$ cat src/design/wrsg_pkg.sv
`timescale 1ns / 1ps
// ----------------------------------------------------------------------------
// wrsg_pkg: shared types and constants of the wrap run segmenter
// Character classes, controller states, command/status bundles, result word
// layout and the saturating adder.
// ----------------------------------------------------------------------------
package wrsg_pkg;

	localparam int CP_W   = 21;
	localparam int BC_W   = 3;
	localparam int GW_W   = 2;
	localparam int TS_W   = 7;
	localparam int SEG_W  = 16;
	localparam int FLAG_W = 3;
	localparam int IN_TDATA_W  = 32;
	localparam int OUT_TDATA_W = 88;
	localparam int APB_AW = 3;
	localparam int APB_DW = 32;

	localparam logic [SEG_W-1:0] MAX_LINE_BYTES = 16'hFFFF;
	localparam logic [SEG_W-1:0] WIDTH_MAX      = 16'hFFFF;
	localparam logic [TS_W-1:0]  TAB_STOP_RST   = 7'd8;

	localparam logic [CP_W-1:0] CP_TAB   = 21'd9;
	localparam logic [CP_W-1:0] CP_SPACE = 21'd32;
	localparam logic [CP_W-1:0] CP_DEL   = 21'd127;

	localparam logic [FLAG_W-1:0] FLAG_TAB  = 3'b001;
	localparam logic [FLAG_W-1:0] FLAG_CTRL = 3'b010;
	localparam logic [FLAG_W-1:0] FLAG_WIDE = 3'b100;

	localparam logic REG_TAB_STOP = 1'b0;

	localparam logic [3:0] DIV_FIRST_BIT = 4'd15;

	typedef enum logic [1:0] {
		KIND_TEXT  = 2'd0,
		KIND_SPACE = 2'd1,
		KIND_TAB   = 2'd2,
		KIND_CTRL  = 2'd3
	} kind_t;

	typedef enum logic [1:0] {
		ST_IDLE,
		ST_DIV,
		ST_DONE
	} state_t;

	typedef struct packed {
		logic commit_live;
		logic start_div;
		logic div_step;
		logic commit_held;
	} cmd_t;

	typedef struct packed {
		logic room;
		logic live_tab;
		logic div_last;
	} status_t;

	typedef struct packed {
		logic [SEG_W-1:0]  offset;
		logic [SEG_W-1:0]  bytes;
		logic [SEG_W-1:0]  width;
		logic [SEG_W-1:0]  chars;
		kind_t             kind;
		logic [FLAG_W-1:0] flags;
		logic [SEG_W-1:0]  total;
		logic              final_seg;
	} seg_t;

	function automatic logic [SEG_W-1:0] sat_add(input logic [SEG_W-1:0] a,
			input logic [SEG_W-1:0] b, input logic [SEG_W-1:0] lim);
		logic [SEG_W:0] s;
		s = {1'b0, a} + {1'b0, b};
		sat_add = (s > {1'b0, lim}) ? lim : s[SEG_W-1:0];
	endfunction

endpackage

$ cat src/design/wrap_run_segmenter_core.sv
`timescale 1ns / 1ps
// Commit: a character's segments are registered into the output queue at accept;
//   a tab's segments after 16 remainder steps of the column in ST_DIV, then the ST_DONE commit.
// Throughput: one non-tab character per cycle while the queue has room; a tab holds the input
//   until its ST_DONE commit, set by the bit-serial column-modulo-tab-stop unit.
// Input stalls while the four-word output queue has fewer than two free words.
// Reset: asynchronous, active low; clears line state and queue, tab_stop to 8.
// ----------------------------------------------------------------------------
// wrap_run_segmenter_core: splits one text line into display runs
// APB register for tab_stop, controller and datapath.
// ----------------------------------------------------------------------------
module wrap_run_segmenter_core (
	input  logic                                  clk,
	input  logic                                  arst_n,
	// codepoint[20:0], byte_count[23:21], glyph_width[25:24], zero[31:26]
	input  logic [wrsg_pkg::IN_TDATA_W-1:0]       s_tdata,
	input  logic                                  s_tlast,
	input  logic                                  s_tvalid,
	output logic                                  s_tready,
	// seg_offset[15:0], seg_len[31:16], seg_cols[47:32], seg_cnt[63:48],
	// line_flags[66:64], total_width[82:67], zero[87:83]
	output logic [wrsg_pkg::OUT_TDATA_W-1:0]      m_tdata,
	// seg_class[1:0]
	output logic [1:0]                            m_tuser,
	output logic                                  m_tlast,
	output logic                                  m_tvalid,
	input  logic                                  m_tready,
	input  logic                                  psel,
	input  logic                                  penable,
	input  logic                                  pwrite,
	input  logic [wrsg_pkg::APB_AW-1:0]           paddr,
	input  logic [wrsg_pkg::APB_DW-1:0]           pwdata,
	output logic [wrsg_pkg::APB_DW-1:0]           prdata,
	output logic                                  pready
);
	import wrsg_pkg::*;

	logic [TS_W-1:0] tab_stop_q;
	logic            reg_sel;
	cmd_t            cmd;
	status_t         status;

	assign pready  = 1'b1;
	assign reg_sel = (paddr[2] == REG_TAB_STOP);
	assign prdata  = reg_sel ? {{(APB_DW-TS_W){1'b0}}, tab_stop_q} : '0;

	always_ff @(posedge clk or negedge arst_n) begin
		if (!arst_n) begin
			tab_stop_q <= TAB_STOP_RST;
		end else if (psel && penable && pwrite && pready && reg_sel) begin
			tab_stop_q <= pwdata[TS_W-1:0];
		end
	end

	wrsg_ctrl u_ctrl (
		.clk      (clk),
		.arst_n   (arst_n),
		.s_tvalid (s_tvalid),
		.s_tready (s_tready),
		.status   (status),
		.cmd      (cmd)
	);

	wrsg_dpath u_dpath (
		.clk      (clk),
		.arst_n   (arst_n),
		.tab_stop (tab_stop_q),
		.s_tdata  (s_tdata),
		.s_tlast  (s_tlast),
		.cmd      (cmd),
		.status   (status),
		.m_tvalid (m_tvalid),
		.m_tready (m_tready),
		.m_tdata  (m_tdata),
		.m_tuser  (m_tuser),
		.m_tlast  (m_tlast)
	);

endmodule

$ cat src/design/wrsg_ctrl.sv
`timescale 1ns / 1ps
// ----------------------------------------------------------------------------
// wrsg_ctrl: controller of the wrap run segmenter
// Accepts input words, sequences the tab remainder steps and commits items.
// ----------------------------------------------------------------------------
module wrsg_ctrl (
	input  logic              clk,
	input  logic              arst_n,
	input  logic              s_tvalid,
	output logic              s_tready,
	input  wrsg_pkg::status_t status,
	output wrsg_pkg::cmd_t    cmd
);
	import wrsg_pkg::*;

	state_t state_q;
	state_t state_nxt;
	logic   accept;

	always_ff @(posedge clk or negedge arst_n) begin
		if (!arst_n) begin
			state_q <= ST_IDLE;
		end else begin
			state_q <= state_nxt;
		end
	end

	always_comb begin
		state_nxt = state_q;
		unique case (state_q)
			ST_IDLE: begin
				if (accept && status.live_tab) state_nxt = ST_DIV;
			end
			ST_DIV: begin
				if (status.div_last) state_nxt = ST_DONE;
			end
			ST_DONE: begin
				state_nxt = ST_IDLE;
			end
			default: begin
				state_nxt = ST_IDLE;
			end
		endcase
	end

	always_comb begin
		s_tready        = (state_q == ST_IDLE) && status.room;
		accept          = s_tvalid && s_tready;
		cmd.commit_live = accept && !status.live_tab;
		cmd.start_div   = accept && status.live_tab;
		cmd.div_step    = (state_q == ST_DIV);
		cmd.commit_held = (state_q == ST_DONE);
	end

endmodule

$ cat src/design/wrsg_dpath.sv
`timescale 1ns / 1ps
// ----------------------------------------------------------------------------
// wrsg_dpath: datapath of the wrap run segmenter
// Line state, bit-serial column remainder for tabs, segment build and a
// four-word result queue.
// ----------------------------------------------------------------------------
module wrsg_dpath (
	input  logic                                  clk,
	input  logic                                  arst_n,
	input  logic [wrsg_pkg::TS_W-1:0]             tab_stop,
	input  logic [wrsg_pkg::IN_TDATA_W-1:0]       s_tdata,
	input  logic                                  s_tlast,
	input  wrsg_pkg::cmd_t                        cmd,
	output wrsg_pkg::status_t                     status,
	output logic                                  m_tvalid,
	input  logic                                  m_tready,
	output logic [wrsg_pkg::OUT_TDATA_W-1:0]      m_tdata,
	output logic [1:0]                            m_tuser,
	output logic                                  m_tlast
);
	import wrsg_pkg::*;

	// line state
	logic [SEG_W-1:0]  byte_pos_q, column_q, run_start_q, run_bytes_q;
	logic [SEG_W-1:0]  run_width_q, run_chars_q, total_q;
	kind_t             run_kind_q;
	logic              run_open_q;
	logic [FLAG_W-1:0] flag_q;

	// held tab item and remainder unit
	logic [BC_W-1:0]   hold_bc_q;
	logic              hold_end_q;
	logic [TS_W-1:0]   rem_q;
	logic [3:0]        div_cnt_q;
	logic [TS_W-1:0]   ts_eff;
	logic [TS_W:0]     rem_shift;
	logic [TS_W:0]     rem_next;
	logic [TS_W-1:0]   tab_w;

	// result queue
	seg_t              fifo_q [4];
	logic [1:0]        wr_ptr_q, rd_ptr_q;
	logic [2:0]        count_q;
	logic              pop;
	logic [2:0]        push_n;
	seg_t              head;

	// commit
	logic              commit, sel_held;
	logic [CP_W-1:0]   cp;
	logic [BC_W-1:0]   bc, bc_e;
	logic [GW_W-1:0]   gw;
	logic              end_i;
	kind_t             kind;
	logic [SEG_W-1:0]  w;
	logic [FLAG_W-1:0] flags_n;
	logic              close, second, fresh;
	logic [SEG_W-1:0]  t1, t2;
	logic [SEG_W-1:0]  nb_bytes, nb_width, nb_chars, nb_start;
	seg_t              r1, r2;

	assign ts_eff    = (tab_stop == '0) ? TS_W'(1) : tab_stop;
	assign rem_shift = {rem_q, column_q[div_cnt_q]};
	assign rem_next  = (rem_shift >= {1'b0, ts_eff}) ? rem_shift - {1'b0, ts_eff} : rem_shift;
	assign tab_w     = ts_eff - rem_q;

	assign status.live_tab = (s_tdata[CP_W-1:0] == CP_TAB);
	assign status.div_last = (div_cnt_q == '0);
	assign status.room     = (count_q <= 3'd2);

	assign commit   = cmd.commit_live || cmd.commit_held;
	assign sel_held = cmd.commit_held;

	always_comb begin
		cp    = sel_held ? CP_TAB : s_tdata[CP_W-1:0];
		bc    = sel_held ? hold_bc_q : s_tdata[CP_W+BC_W-1:CP_W];
		gw    = s_tdata[CP_W+BC_W+GW_W-1:CP_W+BC_W];
		end_i = sel_held ? hold_end_q : s_tlast;
		bc_e  = (bc == '0) ? BC_W'(1) : bc;
		flags_n = flag_q;
		if (cp == CP_TAB) begin
			kind    = KIND_TAB;
			w       = SEG_W'(tab_w);
			flags_n = flag_q | FLAG_TAB;
		end else if (cp == CP_SPACE) begin
			kind = KIND_SPACE;
			w    = SEG_W'(1);
		end else if (cp < CP_SPACE || cp == CP_DEL) begin
			kind    = KIND_CTRL;
			w       = SEG_W'(2);
			flags_n = flag_q | FLAG_CTRL;
		end else begin
			kind = KIND_TEXT;
			w    = (gw[1]) ? SEG_W'(2) : SEG_W'(1);
			if (gw[1]) flags_n = flag_q | FLAG_WIDE;
		end

		close  = run_open_q && (kind == KIND_TAB || kind != run_kind_q);
		second = (kind == KIND_TAB) || end_i;
		fresh  = close || !run_open_q;
		t1     = close ? sat_add(total_q, run_width_q, WIDTH_MAX) : total_q;

		nb_start = fresh ? byte_pos_q : run_start_q;
		nb_bytes = sat_add(fresh ? '0 : run_bytes_q, SEG_W'(bc_e), MAX_LINE_BYTES);
		nb_width = sat_add(fresh ? '0 : run_width_q, w, WIDTH_MAX);
		nb_chars = sat_add(fresh ? '0 : run_chars_q, SEG_W'(1), WIDTH_MAX);

		r1.offset    = run_start_q;
		r1.bytes     = run_bytes_q;
		r1.width     = run_width_q;
		r1.chars     = run_chars_q;
		r1.kind      = run_kind_q;
		r1.flags     = flags_n;
		r1.total     = t1;
		r1.final_seg = 1'b0;

		if (kind == KIND_TAB) begin
			t2        = sat_add(t1, w, WIDTH_MAX);
			r2.offset = byte_pos_q;
			r2.bytes  = SEG_W'(bc_e);
			r2.width  = w;
			r2.chars  = SEG_W'(1);
			r2.kind   = KIND_TAB;
		end else begin
			t2        = sat_add(t1, nb_width, WIDTH_MAX);
			r2.offset = nb_start;
			r2.bytes  = nb_bytes;
			r2.width  = nb_width;
			r2.chars  = nb_chars;
			r2.kind   = kind;
		end
		r2.flags     = flags_n;
		r2.total     = t2;
		r2.final_seg = end_i;

		push_n = 3'd0;
		if (commit) push_n = {2'b00, close} + {2'b00, second};
	end

	always_ff @(posedge clk or negedge arst_n) begin
		if (!arst_n) begin
			byte_pos_q  <= '0;
			column_q    <= '0;
			run_start_q <= '0;
			run_bytes_q <= '0;
			run_width_q <= '0;
			run_chars_q <= '0;
			run_kind_q  <= KIND_TEXT;
			run_open_q  <= 1'b0;
			flag_q      <= '0;
			total_q     <= '0;
		end else if (commit) begin
			if (end_i) begin
				byte_pos_q  <= '0;
				column_q    <= '0;
				run_start_q <= '0;
				run_bytes_q <= '0;
				run_width_q <= '0;
				run_chars_q <= '0;
				run_kind_q  <= KIND_TEXT;
				run_open_q  <= 1'b0;
				flag_q      <= '0;
				total_q     <= '0;
			end else begin
				byte_pos_q <= sat_add(byte_pos_q, SEG_W'(bc_e), MAX_LINE_BYTES);
				column_q   <= sat_add(column_q, w, WIDTH_MAX);
				flag_q     <= flags_n;
				total_q    <= (kind == KIND_TAB) ? t2 : t1;
				if (kind == KIND_TAB) begin
					run_open_q <= 1'b0;
				end else begin
					run_open_q  <= 1'b1;
					run_start_q <= nb_start;
					run_bytes_q <= nb_bytes;
					run_width_q <= nb_width;
					run_chars_q <= nb_chars;
					run_kind_q  <= kind;
				end
			end
		end
	end

	// hold the tab item and step the column remainder one bit a cycle
	always_ff @(posedge clk) begin
		if (cmd.start_div) begin
			hold_bc_q  <= s_tdata[CP_W+BC_W-1:CP_W];
			hold_end_q <= s_tlast;
			rem_q      <= '0;
		end else if (cmd.div_step) begin
			rem_q <= rem_next[TS_W-1:0];
		end
	end

	always_ff @(posedge clk or negedge arst_n) begin
		if (!arst_n) begin
			div_cnt_q <= '0;
		end else if (cmd.start_div) begin
			div_cnt_q <= DIV_FIRST_BIT;
		end else if (cmd.div_step && div_cnt_q != '0) begin
			div_cnt_q <= div_cnt_q - 4'd1;
		end
	end

	assign head     = fifo_q[rd_ptr_q];
	assign m_tvalid = (count_q != '0);
	assign pop      = m_tvalid && m_tready;
	assign m_tdata  = {5'b0, head.total, head.flags, head.chars, head.width,
		head.bytes, head.offset};
	assign m_tuser  = head.kind;
	assign m_tlast  = head.final_seg;

	always_ff @(posedge clk) begin
		if (commit) begin
			if (close) begin
				fifo_q[wr_ptr_q] <= r1;
				if (second) fifo_q[wr_ptr_q + 2'd1] <= r2;
			end else if (second) begin
				fifo_q[wr_ptr_q] <= r2;
			end
		end
	end

	always_ff @(posedge clk or negedge arst_n) begin
		if (!arst_n) begin
			wr_ptr_q <= '0;
			rd_ptr_q <= '0;
			count_q  <= '0;
		end else begin
			wr_ptr_q <= wr_ptr_q + push_n[1:0];
			if (pop) rd_ptr_q <= rd_ptr_q + 2'd1;
			count_q <= count_q + push_n - {2'b00, pop};
		end
	end

endmodule

$ cat config.mk
export PLATFORM = sky130hd
export DESIGN_NAME = wrap_run_segmenter_core
export DESIGN_NICKNAME = d
export VERILOG_FILES = /design/src/design/wrsg_pkg.sv /design/src/design/wrap_run_segmenter_core.sv /design/src/design/wrsg_ctrl.sv /design/src/design/wrsg_dpath.sv
export SDC_FILE = /design/constraint.sdc
export NUM_CORES = 1
export LEC_CHECK = 0
export ABC_AREA = 1
export BUFFER_PORTS_ARGS = -buffer_cell sky130_fd_sc_hd__buf_2
export CAP_MARGIN = 20
export CORE_MARGIN = 1
export CORE_UTILIZATION = 30
export CTS_CLUSTER_SIZE = 14
export DETAILED_ROUTE_END_ITERATION = 10
export PLACE_DENSITY = 0.42
export SLEW_MARGIN = 20
export SYNTH_ARGS = -nofsm -noshare
export SYNTH_HDL_FRONTEND = slang
export SYNTH_SLANG_ARGS = --single-unit
$ cat constraint.sdc
create_clock -name clk -period 18 [get_ports clk]
set_input_delay 2.7 -clock clk [delete_from_list [all_inputs] [get_ports clk]]
set_output_delay 2.7 -clock clk [all_outputs]
set_load 0.005 [all_outputs]
==> metrics.yaml, run 1 <==
clock_sinks: 493
multi_input_area_um2: 12900
num-fill-cells: 9978
drt_iter0_markers: 1398
cts_resized: 0
area_delta_synth_final_pct: 13.2
gp_congestion: 0.847
port_buffers: 135
holdBufCountCts: 0
synth_fa_ha_area_share_pct: 3.97
slowest_delay_ns: 0.56
syn_inst: 3416
worstMarginPinSlew_ns: 1.08
status: "finished, final reports clean"
antenna_cells: 0
finalCriticalPeriod_ns: 9.45
most-common-layout-cells: "nand2_1 (635), o21ai_0 (603), nor2_1 (392)"
die_y_um: 312
power_mw: 4.55
cts_tree: "done"
ioPinCount: 201
antenna_found_initial: 4
synthMuxAreaShare_pct: 0.0391
whs_ns: 0.501
crit-reg2reg-capture: "u_dpath.fifo_q[3][5]"
synth_xor_area_share_pct: 2.58
rr_startpoint: "u_ctrl.state_q[0]"
antenna_left: 0
synth_top_family_by_area: "simple AND/OR/NAND/NOR gates"
whs_path_depth: 2
crit_arrival_ns: 9.83
period_share_pct: 52.5
rrSetupSlack_ns: 10.24
worst_hold_path_type: "flop to flop"
critPathLaunchType: "input port"
vias_per_cell: 4.87
final_nets: 3636
ff_latch_area_um2: 14100
synth_top_cell_by_area: "edfxtp_1"
synth_seq_cells: 493
num_vias: 23361
yosys.area_share.simple_pct: 19.1
setup_violations: 0
cp_max_fo: 35
drv_slew: 0
p_leak_nw: 13.2
yosysWarnings: 0
reg2regPathDepth: 41
hold_viol_final: 0
core_um2: 95200
finalClockSkew_ns: 0.0195
die_x_um: 312
grt_max_degree: 85
post_cts_buffers: 0
root_buffer: "clkbuf_16"
synth_top_area_share_pct: 36.2
hp-start: "u_dpath.rem_q[6]"
path_class: "input port to flop"
rows: 113
cpMaxStageDelayCell: "nand3_4"
cts_buffers: 61
fmax_mhz: 106
tns_ns: 0
clkLatencyLatePin_ns: 0.66
seq_area_frac_synth_pct: 48.7
avgSynthCellArea_um2: 8.44
h-tree-depth: 2
worstHoldEndpoint: "u_dpath.rem_q[6]"
grt_first_pass_wirelength_um: 142000
wirelength_um: 94400
worst_path_most_repeated_cell: "inv_1"
overflow: 0
drive_gt1_share_pct: 11.4
grt_use_total_pct: 19.2
final_common_cell: "nand2_1"
ir_drop_mv: 0.0781
grt_pass1_vias: 22683
clock_path_buffers: 3
crit_required_ns: 18.38
syn-cell-area_um2: 28800
drv_cap: 0
dieArea_um2: 97300
route.detailed.drc: 0
power_density_nw_per_um2: 139
synthTopCellsByArea: "edfxtp_1 (36%), dfrtp_1 (12%), o21ai_0 (11%)"
wl_per_cell_um: 19.7
dp_hpwl_um: 59800
cp-end-kind: "flop"
synth_cell_types: 66
grt_setup_unrepaired: "no"
slew_headroom_pct: 27.9
clk_pin_slew_ns: 0.06
synth_compound_area_share_pct: 18.2
first_pass_iters: 5
start_util_pct: 30.3
registers in the layout, summed over array words and instances (netlist names), 3 cells and up:
register,cells
u_dpath.byte_pos_q,16
u_dpath.run_chars_q,16
u_dpath.rem_q,7
u_dpath.hold_bc_q,3
u_dpath.column_q,16
u_dpath.flag_q,3
u_dpath.div_cnt_q,4
u_dpath.count_q,3
tab_stop_q,7
u_dpath.fifo_q,344
u_dpath.total_q,16
u_dpath.run_bytes_q,16
u_dpath.run_width_q,16
u_dpath.run_start_q,16
critical path: cells and delay by family:
kind / cells / cell delay [ns]
buf+inv: 13 / 1.12
simple gates: 15 / 2.69
compound gates: 11 / 2.12
fa+ha+maj: 3 / 1.14
per-layer routing:
layer | track usage (%) | part of all wire, % | wire, µm
met1 | 26.5 | 47 | 44700
met4 | 3.89 | 1.6 | 1460
met2 | 32.3 | 47 | 44500
met3 | 2.35 | 3.8 | 3610
met5 | 0 | 0.0085 | 8
Yosys cell counts, drive strengths merged:
| master | count |
|---|---|
| o32ai | 1 |
| clkinv | 10 |
| edfxtp | 348 |
| inv | 301 |
| and3 | 1 |
| buf | 58 |
| a21oi | 154 |
| o21ai | 645 |
| a21boi | 2 |
| o2111ai | 1 |
| xnor2 | 22 |
| a2111oi | 2 |
| or2 | 7 |
| dfrtp | 137 |
| nand3b | 5 |
| nor2 | 409 |
| o31ai | 2 |
| o211ai | 4 |
| fa | 9 |
| o21a | 3 |
| a31oi | 4 |
| a21o | 5 |
| conb | 2 |
| ha | 77 |
| nand2 | 679 |
| clkbuf | 148 |
| o21bai | 11 |
| dfstp | 1 |
| nor3 | 33 |
| nand4 | 21 |
| dfxtp | 7 |
| o22ai | 129 |
| a211oi | 2 |
| nor4 | 8 |
| mux2 | 1 |
| nand3 | 102 |
| xor2 | 62 |
| and2 | 3 |
where the power goes:
group	internal, mW	switching [mW]	leakage (nW)
logic	0.553	1.25	7.14
registers	1.41	0.108	5.14
clock network	0.710	0.522	0.968
layout make-up:
class | instances | area share, %
Timing Repair Buffer | 173 | 2.99
Clock inverter | 29 | 0.924
Multi-Input combinational cell | 2435 | 39.4
Clock buffer | 87 | 5.16
Inverter | 311 | 3.63
Sequential cell | 493 | 43.0
Tap cell | 1265 | 4.85
per-stage QoR:
stage               utilization (%)  setup WS (ns)  cell area (µm²)  std cells
global route                   34.3           7.85            32600       4793
floorplan                         -           7.25            28900       3445
global placement               32.2           7.87            30600       4675
CTS                            34.3           8.53            32600       4791
finish                         34.3           8.55            32600       4793
detailed placement             32.2           7.84            30600       4675
cells by family (layout without fill, tap and decap cells):
family	count (synthesis)	after routing
compound gates	965	965
xor+xnor	84	84
fa+ha+maj	86	86
buf+inv	517	600
flops	493	493
mux	1	1
other cells	2	31
simple gates	1268	1268
worst max path at each step:
stage / start / endpoint / slack (ns) / cells past startpoint
after floorplan: s_tdata[11] / u_dpath.fifo_q[0][0] / 7.25 / 14
after global placement: s_tdata[13] / u_dpath.fifo_q[3][10] / 7.87 / 42
after detailed placement: s_tdata[13] / u_dpath.fifo_q[3][5] / 7.84 / 42
after CTS: s_tdata[13] / u_dpath.fifo_q[3][5] / 8.53 / 42
after global routing: s_tdata[11] / u_dpath.fifo_q[2][16] / 7.85 / 38
final: s_tdata[13] / u_dpath.fifo_q[3][5] / 8.55 / 42
No activity file was read; power rests on OpenSTA's default activity.
==> run 2, diff against run 1 <==
--- a/config.mk
+++ b/config.mk
@@ -12,7 +12,7 @@
 export CORE_UTILIZATION = 30
 export CTS_CLUSTER_SIZE = 14
 export DETAILED_ROUTE_END_ITERATION = 10
-export PLACE_DENSITY = 0.42
+export PLACE_DENSITY = 0.44
 export SLEW_MARGIN = 20
 export SYNTH_ARGS = -nofsm -noshare
 export SYNTH_HDL_FRONTEND = slang
==> constraint.sdc (replaced) <==
create_clock -name clk -period 7.7 [get_ports clk]
set_input_delay 1.155 -clock clk [delete_from_list [all_inputs] [get_ports clk]]
set_output_delay 1.155 -clock clk [all_outputs]
set_load 0.005 [all_outputs]
==> metrics.yaml, run 2 (same netlist as run 1, synthesis figures left out) <==
path_class: "input port to flop"  # unchanged
clk_pin_slew_ns: 0.06  # about the same
h-tree-depth: 2  # unchanged
ioPinCount: 201  # unchanged
cp-end-kind: "flop"  # unchanged
drv_cap: 0  # unchanged
drv_slew: 0  # unchanged
route.detailed.drc: 0  # unchanged
core_um2: 95200  # unchanged
power_mw: 10.6  # was 4.55 mW
cts_buffers: 61  # unchanged
route.met3.wl_um: 4190  # was 3610 µm
start_util_pct: 30.3  # unchanged
port_buffers: 135  # unchanged
final_nets: 3660  # was 3636
antenna_found_initial: 3  # was 4
hold_viol_final: 0  # unchanged
worst_hold_path_type: "input port to asynchronous set/reset pin"  # was flop to flop
cp_max_fo: 8  # was 35
critPathLaunchType: "input port"  # unchanged
clock_path_buffers: 3  # unchanged
power_density_nw_per_um2: 324  # was 139 nW/µm²
grt_setup_unrepaired: "no"  # unchanged
largest_reg_flops: 344  # unchanged
clkLatencyLatePin_ns: 0.67  # was 0.66 ns
grt_pass1_vias: 22954  # was 22683
period_share_pct: 88.9
clock_sinks: 493  # unchanged
area_delta_synth_final_pct: 13.7  # was 13.2%
final_common_cell: "nand2_1"  # unchanged
utilization_pct: 34.5  # was 34.3%
antenna_cells: 0  # unchanged
vias_per_cell: 4.94  # was 4.87
dp.cells: 4701  # was 4675
whs_ns: 0.472  # was 0.501 ns
p_leak_nw: 13.3  # was 13.2 nW
slew_headroom_pct: 25.0  # was 27.9%
instances_no_fill: 4816  # was 4793
wl_per_cell_um: 19.6  # was 19.7 µm
wirelength_um: 94200  # was 94400 µm
num_vias: 23787  # was 23361
num-fill-cells: 10015  # was 9978
cts_resized: 0  # unchanged
root_buffer: "clkbuf_16"  # unchanged
grt_max_degree: 87  # was 85
dr.max_layer_used: "met4"  # was met5
holdBufCountCts: 0  # unchanged
cts_tree: "done"  # unchanged
wl_met1_um: 43800  # was 44700 µm
fmax_mhz: 146
drive_gt1_share_pct: 11.7  # was 11.4%
overflow: 0  # unchanged
cpMaxStageDelayCell: "fa_1"  # was nand3_4
gp_congestion: 0.828  # was 0.847
slowest_delay_ns: 0.39  # was 0.56 ns
grt_use_total_pct: 19.1  # was 19.2%
rows: 113  # unchanged
most-common-layout-cells: "nand2_1 (636), o21ai_0 (602), nor2_1 (392)"  # was nand2_1 (635), o21ai_0 (603), nor2_1 (392)
die_y_um: 312  # unchanged
ir_drop_mv: 0.219  # was 0.0781 mV
worst_path_most_repeated_cell: "inv_1"  # unchanged
drt_iter0_markers: 1618  # was 1398
grt_first_pass_wirelength_um: 143000  # was 142000 µm
antenna_left: 0  # unchanged
first_pass_iters: 7  # was 5
status: "finished, final reports clean"  # unchanged
crit_arrival_ns: 7.19  # was 9.83 ns
finalClockSkew_ns: 0.0803  # was 0.0195 ns
setup_violations: 0  # unchanged
die_x_um: 312  # unchanged
crit_required_ns: 8.04  # was 18.38 ns
finalCriticalPeriod_ns: 6.85
dieArea_um2: 97300  # unchanged
largest_register: "u_dpath.fifo_q"  # unchanged
dp_hpwl_um: 60000  # was 59800 µm
post_cts_buffers: 0  # unchanged
worstMarginPinSlew_ns: 1.13  # was 1.08 ns
wl_met2_um: 44200  # was 44500 µm
[run 2: cell types whose count changed in the layout (fill, tap and decap cells not counted), sizes merged]
cell	delta
buf	+25
bufinv	-1
clkbuf	+1
clkinvlp	+1
clkinv	-3
[run 2: stage by stage]
step / cell area, µm² / setup slack (ns) / TNS [ns]
after floorplan: 28900 / -1.50 / -516.90
after global placement: 30900 / 0.230 / 0
after detailed placement: 30900 / 0.171 / 0
after CTS: 32800 / 0.886 / 0
after global routing: 32800 / 0.217 / 0
final: 32800 / 0.851 / 0
[run 2: critical path: cells and delay by family]
family / cells / cell delay, ns
XOR/XNOR: 1 / 0.09
AND/OR/NAND/NOR: 19 / 2.83
buffers and inverters: 10 / 0.88
AO/OA/AOI/OAI: 10 / 1.39
adder cells (fa/ha/maj): 3 / 0.82
[run 2: worst paths after layout]
| kind | from | to | slack, ns | cells past startpoint |
|---|---|---|---|---|
| max | s_tdata[11] | u_dpath.fifo_q[1][5] | 0.85 | 43 |
| min | arst_n | u_dpath.column_q[12] | 0.47 | 1 |
| max reg2reg | tab_stop_q[3] | u_dpath.fifo_q[1][5] | 1.04 | 43 |
| min reg2reg | u_dpath.count_q[2] | u_dpath.count_q[2] | 0.49 | 1 |
| max in group asynchronous | arst_n | u_dpath.run_bytes_q[9] | 5.96 | 2 |
| min in group clk | u_dpath.count_q[2] | u_dpath.count_q[2] | 0.49 | 1 |
[run 2: final cells by class]
| type | instances | area, µm² | area share (%) |
|---|---|---|---|
| clock buffers | 89 | 1660 | 5.07 |
| clock inverters | 26 | 254 | 0.775 |
| inverters | 311 | 1180 | 3.61 |
| multi-input cells | 2435 | 12900 | 39.2 |
| flip-flops and latches | 493 | 14100 | 42.9 |
| well taps | 1265 | 1580 | 4.83 |
| repair buffers | 197 | 1180 | 3.61 |
[run 2: where the power goes]
group | switching, mW | internal, mW
Sequential | 0.283 | 3.30
Clock | 1.21 | 1.60
Combinational | 2.90 | 1.31
[run 2: routing by layer]
metal | vias to the layer above | global-route usage [%]
met1 | 11450 | 26.1
li1 | 11736 | -
met4 | 0 | 4.69
met2 | 491 | 32.0
met5 | - | 0
met3 | 110 | 2.46
